## config.mk

```make
export PLATFORM = sky130hd
export DESIGN_NAME = crsf_frame_receiver
export DESIGN_NICKNAME = d
export VERILOG_FILES = /design/src/rtl/crsf_pkg.sv /design/src/rtl/crsf_frame_receiver.sv /design/src/rtl/crsf_window_ram.sv /design/src/rtl/crsf_out_stage.sv
export SDC_FILE = /design/constraint.sdc
export NUM_CORES = 1
export LEC_CHECK = 0
export CORE_ASPECT_RATIO = 0.75
export CORE_MARGIN = 3
export CORE_UTILIZATION = 30
export DETAILED_ROUTE_END_ITERATION = 12
export DONT_BUFFER_PORTS = 1
export PLACE_DENSITY = 0.49
export SLEW_MARGIN = 25
export SYNTH_ARGS = -nofsm -noshare
export SYNTH_HDL_FRONTEND = slang
export SYNTH_SLANG_ARGS = --single-unit
```

## constraint.sdc

```tcl
create_clock -name clk -period 4.95 [get_ports clk]
set_input_delay 1.485 -clock clk [delete_from_list [all_inputs] [get_ports clk]]
set_output_delay 1.485 -clock clk [all_outputs]
set_load 0.02 [all_outputs]
```

## src/rtl/crsf_pkg.sv

```systemverilog
// ----------------------------------------------------------------------------
// crsf_pkg
// Shared word types, register indexes, result kinds and the CRC-8 byte step.
// ----------------------------------------------------------------------------
`default_nettype none

package crsf_pkg;

    typedef struct packed {
        logic       op;
        logic [7:0] rx_byte;
    } in_word_t;

    typedef struct packed {
        logic [1:0] kind;
        logic [7:0] data;
        logic       frame_end;
        logic       link_went_up;
        logic       last;
    } out_word_t;

    // Requests from the sequencer to the output staging
    typedef struct packed {
        logic push;
        logic finish;
    } ost_ctrl_t;

    localparam logic [1:0] KIND_OOB       = 2'd0;
    localparam logic [1:0] KIND_FRAME     = 2'd1;
    localparam logic [1:0] KIND_LINK_DOWN = 2'd2;

    localparam logic [2:0] REG_PASSTHROUGH = 3'd0;
    localparam logic [2:0] REG_MAX_PAYLOAD = 3'd1;
    localparam logic [2:0] REG_TIMEOUT     = 3'd2;
    localparam logic [2:0] REG_FAILSAFE    = 3'd3;
    localparam logic [2:0] REG_ADDR_CTRL   = 3'd4;
    localparam logic [2:0] REG_ADDR_TX     = 3'd5;
    localparam logic [2:0] REG_CHAN_TYPE   = 3'd6;

    localparam logic       OP_BYTE        = 1'b0;
    localparam logic [7:0] CRC_POLY       = 8'hD5;
    localparam logic [9:0] MIN_FRAME_SIZE = 10'd3;

    // One byte of CRC-8, MSB first; the byte is already XORed in
    function automatic logic [7:0] crc8_step(input logic [7:0] c_in);
        logic [7:0] c;
        c = c_in;
        for (int b = 0; b < 8; b++)
        begin
            c = c[7] ? ((c << 1) ^ CRC_POLY) : (c << 1);
        end
        return c;
    endfunction

endpackage

`default_nettype wire

```

## src/rtl/crsf_frame_receiver.sv

```systemverilog
// ----------------------------------------------------------------------------
// crsf_frame_receiver
// Deframes received bytes with a circular window store, CRC-8 check, frame
// forwarding, idle flush and link failsafe.
// ----------------------------------------------------------------------------
//  channel   signals                          accepted when
//  in        in_valid in_ready in_data        in_valid && in_ready
//  out       out_valid out_ready out_data     out_valid && out_ready
//  cfg       cfg_we cfg_index cfg_wdata       cfg_we
//
//  One item at a time; every window access goes through the single
//  registered read port, and output stalls can hold any item.
//  Reset empties the window and lowers the link; the store itself is not
//  cleared. Results wait in a one-word stage plus the output register.
// ----------------------------------------------------------------------------
`default_nettype none

module crsf_frame_receiver #(
    parameter int WINDOW_DEPTH = 64
) (
    input  wire logic               clk,
    input  wire logic               rst_n,
    input  wire logic               in_valid,
    output logic                    in_ready,
    input  wire crsf_pkg::in_word_t in_data,
    output logic                    out_valid,
    input  wire logic               out_ready,
    output crsf_pkg::out_word_t     out_data,
    input  wire logic               cfg_we,
    input  wire logic [2:0]         cfg_index,
    input  wire logic [15:0]        cfg_wdata
);
    import crsf_pkg::*;

    localparam int AW = $clog2(WINDOW_DEPTH);
    localparam int FW = $clog2(WINDOW_DEPTH + 1);
    localparam int CW = 10;
    localparam logic [CW-1:0] DEPTH_C = CW'(WINDOW_DEPTH);

    localparam logic [3:0] S_IDLE = 4'd0;
    localparam logic [3:0] S_SCAN = 4'd1;
    localparam logic [3:0] S_SIZE = 4'd2;
    localparam logic [3:0] S_SHRD = 4'd3;
    localparam logic [3:0] S_SHUS = 4'd4;
    localparam logic [3:0] S_CRRD = 4'd5;
    localparam logic [3:0] S_CRUS = 4'd6;
    localparam logic [3:0] S_CHK  = 4'd7;
    localparam logic [3:0] S_FWRD = 4'd8;
    localparam logic [3:0] S_FWUS = 4'd9;
    localparam logic [3:0] S_ENDB = 4'd10;
    localparam logic [3:0] S_FLRD = 4'd11;
    localparam logic [3:0] S_FLUS = 4'd12;
    localparam logic [3:0] S_FAIL = 4'd13;
    localparam logic [3:0] S_DONE = 4'd14;

    // configuration
    logic        pass_reg;
    logic [5:0]  maxp_reg;
    logic [15:0] tmo_reg;
    logic [15:0] fs_reg;
    logic [7:0]  addr_c_reg;
    logic [7:0]  addr_t_reg;
    logic [7:0]  chan_reg;

    // control state
    logic [3:0]    state_reg, state_next;
    logic [AW-1:0] head_reg, head_next;
    logic [FW-1:0] fill_reg, fill_next;
    logic [15:0]   idle_reg, idle_next;
    logic [15:0]   since_reg, since_next;
    logic          link_reg, link_next;
    logic          from_flush_reg, from_flush_next;
    logic [7:0]    size_reg, size_next;
    logic [FW-1:0] j_reg, j_next;
    logic [7:0]    crc_reg, crc_next;
    logic [7:0]    addr_reg, addr_next;
    logic [7:0]    type_reg, type_next;

    // store and output staging
    logic          mem_we;
    logic [AW-1:0] mem_waddr;
    logic [7:0]    mem_wdata;
    logic [AW-1:0] mem_raddr;
    logic [7:0]    mem_rdata;
    ost_ctrl_t     ost;
    out_word_t     push_word;
    logic          can_push;
    logic          held;

    logic [CW-1:0] fill_w;
    logic [CW-1:0] size_w;
    logic [CW-1:0] j_w;
    logic [CW-1:0] total_w;
    logic          chan_hit;

    function automatic logic [AW-1:0] phys(input logic [AW-1:0] h, input logic [CW-1:0] off);
        logic [CW:0] s;
        s = {{(CW+1-AW){1'b0}}, h} + {1'b0, off};
        if (s >= {1'b0, DEPTH_C})
        begin
            s = s - {1'b0, DEPTH_C};
        end
        return s[AW-1:0];
    endfunction

    assign fill_w  = CW'(fill_reg);
    assign size_w  = {2'b00, size_reg};
    assign j_w     = CW'(j_reg);
    assign total_w = size_w + 10'd2;
    assign chan_hit = (addr_reg == addr_c_reg || addr_reg == addr_t_reg)
                      && type_reg == chan_reg;
    assign in_ready = (state_reg == S_IDLE);

    always_ff @(posedge clk or negedge rst_n)
    begin
        if (!rst_n)
        begin
            pass_reg   <= 1'b0;
            maxp_reg   <= 6'd60;
            tmo_reg    <= 16'd100;
            fs_reg     <= 16'd300;
            addr_c_reg <= 8'd200;
            addr_t_reg <= 8'd238;
            chan_reg   <= 8'd22;
        end
        else if (cfg_we)
        begin
            case (cfg_index)
                REG_PASSTHROUGH: pass_reg   <= cfg_wdata[0];
                REG_MAX_PAYLOAD: maxp_reg   <= cfg_wdata[5:0];
                REG_TIMEOUT:     tmo_reg    <= cfg_wdata;
                REG_FAILSAFE:    fs_reg     <= cfg_wdata;
                REG_ADDR_CTRL:   addr_c_reg <= cfg_wdata[7:0];
                REG_ADDR_TX:     addr_t_reg <= cfg_wdata[7:0];
                REG_CHAN_TYPE:   chan_reg   <= cfg_wdata[7:0];
                default:         ;
            endcase
        end
    end

    always_comb
    begin
        state_next      = state_reg;
        head_next       = head_reg;
        fill_next       = fill_reg;
        idle_next       = idle_reg;
        since_next      = since_reg;
        link_next       = link_reg;
        from_flush_next = from_flush_reg;
        size_next       = size_reg;
        j_next          = j_reg;
        crc_next        = crc_reg;
        addr_next       = addr_reg;
        type_next       = type_reg;
        mem_we          = 1'b0;
        mem_waddr       = phys(head_reg, fill_w);
        mem_wdata       = in_data.rx_byte;
        mem_raddr       = head_reg;
        ost             = '0;
        push_word       = '0;

        case (state_reg)
            S_IDLE:
            begin
                if (in_valid)
                begin
                    if (in_data.op == OP_BYTE)
                    begin
                        idle_next = 16'd0;
                        if (pass_reg)
                        begin
                            ost.push       = 1'b1;
                            push_word.kind = KIND_OOB;
                            push_word.data = in_data.rx_byte;
                            state_next     = S_DONE;
                        end
                        else
                        begin
                            mem_we     = 1'b1;
                            fill_next  = fill_reg + 1'b1;
                            state_next = S_SCAN;
                        end
                    end
                    else
                    begin
                        if (idle_reg != 16'hFFFF)
                        begin
                            idle_next = idle_reg + 16'd1;
                        end
                        if (since_reg != 16'hFFFF)
                        begin
                            since_next = since_reg + 16'd1;
                        end
                        from_flush_next = 1'b1;
                        if (fill_reg != '0 && idle_next > tmo_reg)
                        begin
                            state_next = S_FLRD;
                        end
                        else
                        begin
                            state_next = S_FAIL;
                        end
                    end
                end
                // a passthrough word leaves via the stage; hold if it is busy
                if (ost.push && !can_push)
                begin
                    state_next = S_IDLE;
                    idle_next  = idle_reg;
                    ost.push   = 1'b0;
                end
            end

            S_SCAN:
            begin
                from_flush_next = 1'b0;
                if (fill_w <= 10'd1)
                begin
                    state_next = S_ENDB;
                end
                else
                begin
                    mem_raddr  = phys(head_reg, 10'd1);
                    state_next = S_SIZE;
                end
            end

            S_SIZE:
            begin
                size_next = mem_rdata;
                if ({2'b00, mem_rdata} < MIN_FRAME_SIZE
                    || {2'b00, mem_rdata} > {4'b0000, maxp_reg} + 10'd2)
                begin
                    state_next = S_SHRD;
                end
                else if (fill_w >= {2'b00, mem_rdata} + 10'd2)
                begin
                    j_next     = FW'(2);
                    crc_next   = 8'd0;
                    state_next = S_CRRD;
                end
                else
                begin
                    state_next = S_ENDB;
                end
            end

            // drop the oldest byte, emitting it
            S_SHRD:
            begin
                mem_raddr  = head_reg;
                state_next = S_SHUS;
            end

            S_SHUS:
            begin
                mem_raddr = head_reg;
                ost.push       = 1'b1;
                push_word.kind = KIND_OOB;
                push_word.data = mem_rdata;
                if (can_push)
                begin
                    head_next  = phys(head_reg, 10'd1);
                    fill_next  = fill_reg - 1'b1;
                    state_next = from_flush_reg ? S_FLRD : S_SCAN;
                end
            end

            S_CRRD:
            begin
                mem_raddr  = phys(head_reg, j_w);
                state_next = (j_w == size_w + 10'd1) ? S_CHK : S_CRUS;
            end

            S_CRUS:
            begin
                crc_next   = crc8_step(crc_reg ^ mem_rdata);
                j_next     = j_reg + 1'b1;
                state_next = S_CRRD;
            end

            S_CHK:
            begin
                if (crc_reg == mem_rdata)
                begin
                    j_next     = '0;
                    state_next = S_FWRD;
                end
                else
                begin
                    state_next = S_SHRD;
                end
            end

            S_FWRD:
            begin
                mem_raddr  = phys(head_reg, j_w);
                state_next = S_FWUS;
            end

            S_FWUS:
            begin
                mem_raddr      = phys(head_reg, j_w);
                ost.push       = 1'b1;
                push_word.kind = KIND_FRAME;
                push_word.data = mem_rdata;
                if (j_w + 10'd1 == total_w)
                begin
                    push_word.frame_end    = 1'b1;
                    push_word.link_went_up = chan_hit && !link_reg;
                end
                if (can_push)
                begin
                    if (j_w == 10'd0)
                    begin
                        addr_next = mem_rdata;
                    end
                    if (j_w == 10'd2)
                    begin
                        type_next = mem_rdata;
                    end
                    if (j_w + 10'd1 == total_w)
                    begin
                        if (chan_hit)
                        begin
                            link_next  = 1'b1;
                            since_next = 16'd0;
                        end
                        head_next  = phys(head_reg, total_w);
                        fill_next  = FW'(fill_w - total_w);
                        state_next = S_SCAN;
                    end
                    else
                    begin
                        j_next     = j_reg + 1'b1;
                        state_next = S_FWRD;
                    end
                end
            end

            S_ENDB:
            begin
                if (fill_w >= DEPTH_C)
                begin
                    fill_next = '0;
                end
                state_next = S_DONE;
            end

            // flush the window a byte at a time; the final byte just goes
            S_FLRD:
            begin
                if (fill_reg == '0)
                begin
                    state_next = S_FAIL;
                end
                else if (fill_w == 10'd1)
                begin
                    fill_next  = '0;
                    state_next = S_FAIL;
                end
                else
                begin
                    mem_raddr  = head_reg;
                    state_next = S_SHUS;
                end
            end

            S_FAIL:
            begin
                if (link_reg && since_reg > fs_reg)
                begin
                    ost.push       = 1'b1;
                    push_word.kind = KIND_LINK_DOWN;
                    if (can_push)
                    begin
                        link_next  = 1'b0;
                        state_next = S_DONE;
                    end
                end
                else
                begin
                    state_next = S_DONE;
                end
            end

            S_DONE:
            begin
                ost.finish = 1'b1;
                if (!held)
                begin
                    state_next = S_IDLE;
                end
            end

            default:
            begin
                state_next = S_IDLE;
            end
        endcase
    end

    always_ff @(posedge clk or negedge rst_n)
    begin
        if (!rst_n)
        begin
            state_reg      <= S_IDLE;
            head_reg       <= '0;
            fill_reg       <= '0;
            idle_reg       <= '0;
            since_reg      <= '0;
            link_reg       <= 1'b0;
            from_flush_reg <= 1'b0;
        end
        else
        begin
            state_reg      <= state_next;
            head_reg       <= head_next;
            fill_reg       <= fill_next;
            idle_reg       <= idle_next;
            since_reg      <= since_next;
            link_reg       <= link_next;
            from_flush_reg <= from_flush_next;
        end
    end

    always_ff @(posedge clk)
    begin
        size_reg <= size_next;
        j_reg    <= j_next;
        crc_reg  <= crc_next;
        addr_reg <= addr_next;
        type_reg <= type_next;
    end

    crsf_window_ram #(
        .DEPTH (WINDOW_DEPTH),
        .AW    (AW)
    ) u_ram (
        .clk   (clk),
        .we    (mem_we),
        .waddr (mem_waddr),
        .wdata (mem_wdata),
        .raddr (mem_raddr),
        .rdata (mem_rdata)
    );

    crsf_out_stage u_out (
        .clk       (clk),
        .rst_n     (rst_n),
        .ctrl      (ost),
        .push_word (push_word),
        .can_push  (can_push),
        .held      (held),
        .out_valid (out_valid),
        .out_ready (out_ready),
        .out_data  (out_data)
    );

endmodule

`default_nettype wire

```

## src/rtl/crsf_window_ram.sv

```systemverilog
// ----------------------------------------------------------------------------
// crsf_window_ram
// Byte store of the frame window: one write port, one registered read port.
// ----------------------------------------------------------------------------
`default_nettype none

module crsf_window_ram #(
    parameter int DEPTH = 64,
    parameter int AW    = 6
) (
    input  wire logic          clk,
    input  wire logic          we,
    input  wire logic [AW-1:0] waddr,
    input  wire logic [7:0]    wdata,
    input  wire logic [AW-1:0] raddr,
    output logic      [7:0]    rdata
);

    logic [7:0] mem [DEPTH];

    always_ff @(posedge clk)
    begin
        if (we)
        begin
            mem[waddr] <= wdata;
        end
        rdata <= mem[raddr];
    end

endmodule

`default_nettype wire

```

## src/rtl/crsf_out_stage.sv

```systemverilog
// ----------------------------------------------------------------------------
// crsf_out_stage
// Holds one result back so the last one of an item can be marked, then
// drives the output register.
// ----------------------------------------------------------------------------
`default_nettype none

module crsf_out_stage (
    input  wire logic                clk,
    input  wire logic                rst_n,
    input  wire crsf_pkg::ost_ctrl_t ctrl,
    input  wire crsf_pkg::out_word_t push_word,
    output logic                     can_push,
    output logic                     held,
    output logic                     out_valid,
    input  wire logic                out_ready,
    output crsf_pkg::out_word_t      out_data
);
    import crsf_pkg::*;

    logic      st_valid_reg;
    out_word_t st_word_reg;
    logic      out_valid_reg;
    out_word_t out_word_reg;
    out_word_t move_word;
    logic      out_free;
    logic      move;

    assign out_free  = !out_valid_reg || out_ready;
    assign move      = st_valid_reg && (ctrl.push || ctrl.finish) && out_free;
    assign can_push  = !st_valid_reg || out_free;
    assign held      = st_valid_reg;
    assign out_valid = out_valid_reg;
    assign out_data  = out_word_reg;

    // mark the held word as last when the item finishes
    always_comb
    begin
        move_word      = st_word_reg;
        move_word.last = ctrl.finish;
    end

    always_ff @(posedge clk or negedge rst_n)
    begin
        if (!rst_n)
        begin
            st_valid_reg  <= 1'b0;
            out_valid_reg <= 1'b0;
        end
        else
        begin
            if (ctrl.push && can_push)
            begin
                st_valid_reg <= 1'b1;
            end
            else if (move)
            begin
                st_valid_reg <= 1'b0;
            end
            if (move)
            begin
                out_valid_reg <= 1'b1;
            end
            else if (out_ready)
            begin
                out_valid_reg <= 1'b0;
            end
        end
    end

    always_ff @(posedge clk)
    begin
        if (ctrl.push && can_push)
        begin
            st_word_reg <= push_word;
        end
        if (move)
        begin
            out_word_reg <= move_word;
        end
    end

endmodule

`default_nettype wire

```

==> out/metrics.cfg <==
[cts]
cts-resized-gates = 0
cts_made_buffers = 73
path_clk_slew_ns = 0.06
cts_tree = built
root_buffer = clkbuf_16
clk_latency_ns = 0.65
cts_buffer_depth = 3
cts.sinks = 700
htreeDepth = 3

[detailed_routing]
drt_pass1_iterations = 5
drtIter0Drc = 2138
drc = 0
post_drt_via_cell_ratio = 5.20
wl_um = 91600
wl_per_cell_um = 22.5
via_count = 21151
final_antenna_net_count = 0

[synthesis]
yosysWarnings = 0
synth_edf_count = 576
synth-seq-area-share = 0.638
syn-cell-area_um2 = 32000
synth_cell_types = 77
ys.flop_type = edfxtp_1
synth_top_area_cell = edfxtp_1
syn-num-nets = 2690
synth.area.top_cells = edfxtp_1 54%, dfrtp_1 7.3%, nand2_1 4.0%
synthTopCellsByCount = 576 x edfxtp_1, 340 x nand2_1, 180 x nor2_1, 130 x a21oi_1, 118 x nand3_1
synth_most_common_cell = edfxtp_1
ys_ff_latch = 700
synth_cells = 2573
yosysTopAreaCellShare = 0.541
syn_area_per_cell_um2 = 12.4
async_flop_share = 0.166

[hold_path]
min_path_type = flip-flop to flip-flop
worstHoldPathCells = 0
min-delay-start = u_out.move_word[11]
hold_end = u_out.out_data[11]

[critical_path]
critPathMaxFanout = 9
slowest_delay_ns = 0.61
r2r_end = u_ram.rdata[5]
crit_top_cell = buf_4
cp_cell_sequence = ha_1 > fa_1 > a211oi_1 > o21ai_0 > a21boi_0 > a221oi_2 > buf_4 > or3_1 > nor2_1 > a221o_1 > a2111oi_0 > buf_4 > and3_1
r2r_cells = 13
critPathLaunchType = flip-flop
setup.worst_path.class = flip-flop to flip-flop
r2r_slack_ns = 0.51
cp.arrival_ns = 4.98
path_buf_inv = 2
crit_slowest_cell = or3_1
crit_family = compound AO/OA/AOI/OAI gates
crit_required_ns = 5.49
cp-end-kind = flip-flop
r2r_start = j_reg[0]

[pwr]
power_mw = 24.0
p_leak_nw = 12.8
ir_worst_vdd_v = 0.000517
power_density_nw_per_um2 = 665

[sta]
finClkSkew_ns = 0.0487
tightest_slew_ns = 1.07
tns_ns = 0
finalHoldViolCount = 0
rsz0062_at_grt = no
min_period_ns = 4.44
relSlewSlack = 0.282
slew_violations = 0
post-route-period-util = 0.897
fmax_ghz = 0.225
setup_viol_count_final = 0

[finish]
largest_register_ffs = 512
final_nets = 2708
final_core_util = 0.343
diodes = 0
top_register = u_ram.mem
area_delta_synth_final_pct = 13.1
layout-drive-gt1-share = 0.116

[global_routing]
grt_max_degree = 117
track_usage = 0.163
grt.overflow.total = 0
antenna_found_initial = 5
grt_pass1_vias = 20448
grt_pass1_wl_um = 136000

[floorplanning]
core-area_um2 = 105000
start_util = 0.303
die_area_um2 = 110000
ioPinCount = 48
placementRows = 103
die_h_um = 289
die_x_um = 383

[place]
port_buffers = 0
gp_congestion = 0.886
dpl.hpwl_um = 60700

[flow_run]
drv_cap = 0

[run_status]
status = completed

-- report_power, final --
part / total [mW] / switching, mW / internal [mW]
clock: 5.40 / 2.35 / 3.05
combinational: 11.0 / 7.07 / 3.91
sequential: 7.64 / 0.711 / 6.93
-- placed cells by master, fill, tap and decap left out, types with 12 or more instances in the layout --
master and count:
nor2_1 178, clkbuf_1 20, clkinv_2 14, xnor2_1 79
a31oi_1 33, nor3_1 33, a31o_2 12, a21o_1 17
dfrtp_1 93, a21oi_1 130, a211oi_1 48, inv_1 57
mux2_2 53, mux2i_1 24, o22ai_1 19, clkbuf_16 74
edfxtp_1 576, ha_1 80, nand2b_1 15, and3_1 62
xor2_1 37, a221oi_1 16, buf_4 69, a22o_1 33
a21boi_0 22, nor2b_1 16, nand4_1 26, o21ai_0 91
o21a_1 12, a22oi_1 24, mux4_2 16, nand3_1 117
nand2_1 340, or3_1 13, dfstp_2 23
-- cell type report --
class	count	area, um^2
clock buffer	95	1940
clock inverter	39	372
fill	10357	69300
inverter	57	214
multi-input combinational	1684	10800
sequential	700	20400
tap	1417	1770
timing repair buffer	75	629
-- how the worst max path moves through the flow --
stage / depth (start not counted) / slack, ns / start / endpoint
global placement: 9 / 0.35 / fill_reg[2] / u_ram.rdata[5]
finish: 13 / 0.51 / j_reg[0] / u_ram.rdata[5]
CTS: 9 / 0.34 / fill_reg[2] / u_ram.rdata[5]
global route: 10 / 0.25 / fill_reg[2] / u_ram.rdata[0]
detailed placement: 9 / 0.35 / fill_reg[2] / u_ram.rdata[5]
floorplan: 19 / 1.31 / idle_reg[4] / state_reg[1]
-- stage by stage --
step	hold WS, ns	instances	setup slack, ns	cell area [um^2]
2_1_floorplan	0.400	2573	1.31	32000
3_3_place_gp	0.404	3928	0.349	33800
3_5_place_dp	0.406	3928	0.350	33800
4_1_cts	0.415	4062	0.340	36100
5_1_grt	0.426	4067	0.248	36100
6_report	0.419	4067	0.512	36100
-- logic make-up (layout without fill, tap and decap cells) --
family | after synthesis | after routing | synth area share
buffers and inverters | 189 | 266 | 0.0244
xor gates and xnor gates | 116 | 116 | 0.0318
AOI/OAI and AO/OA | 525 | 525 | 0.109
adders and majority gates | 84 | 84 | 0.0338
and+or+nand+nor | 866 | 866 | 0.126
muxes | 93 | 93 | 0.0375
DFF | 700 | 700 | 0.638
-- routing by layer --
layer | vias to the layer above | share of wire | wire (um) | track usage
met5 | - | 0.00029 | 27 | 0
met4 | 4 | 0.024 | 2150 | 0.0450
met3 | 128 | 0.082 | 7500 | 0.0422
met2 | 703 | 0.42 | 38400 | 0.233
met1 | 10662 | 0.48 | 43500 | 0.243
li1 | 9654 | - | - | -
-- repair_timing --
item                       CTS  global route
setup endpoints to repair    0             1
buffers inserted             0             4
hold buffers                 0             0
Power figures use the tool's default switching activity.
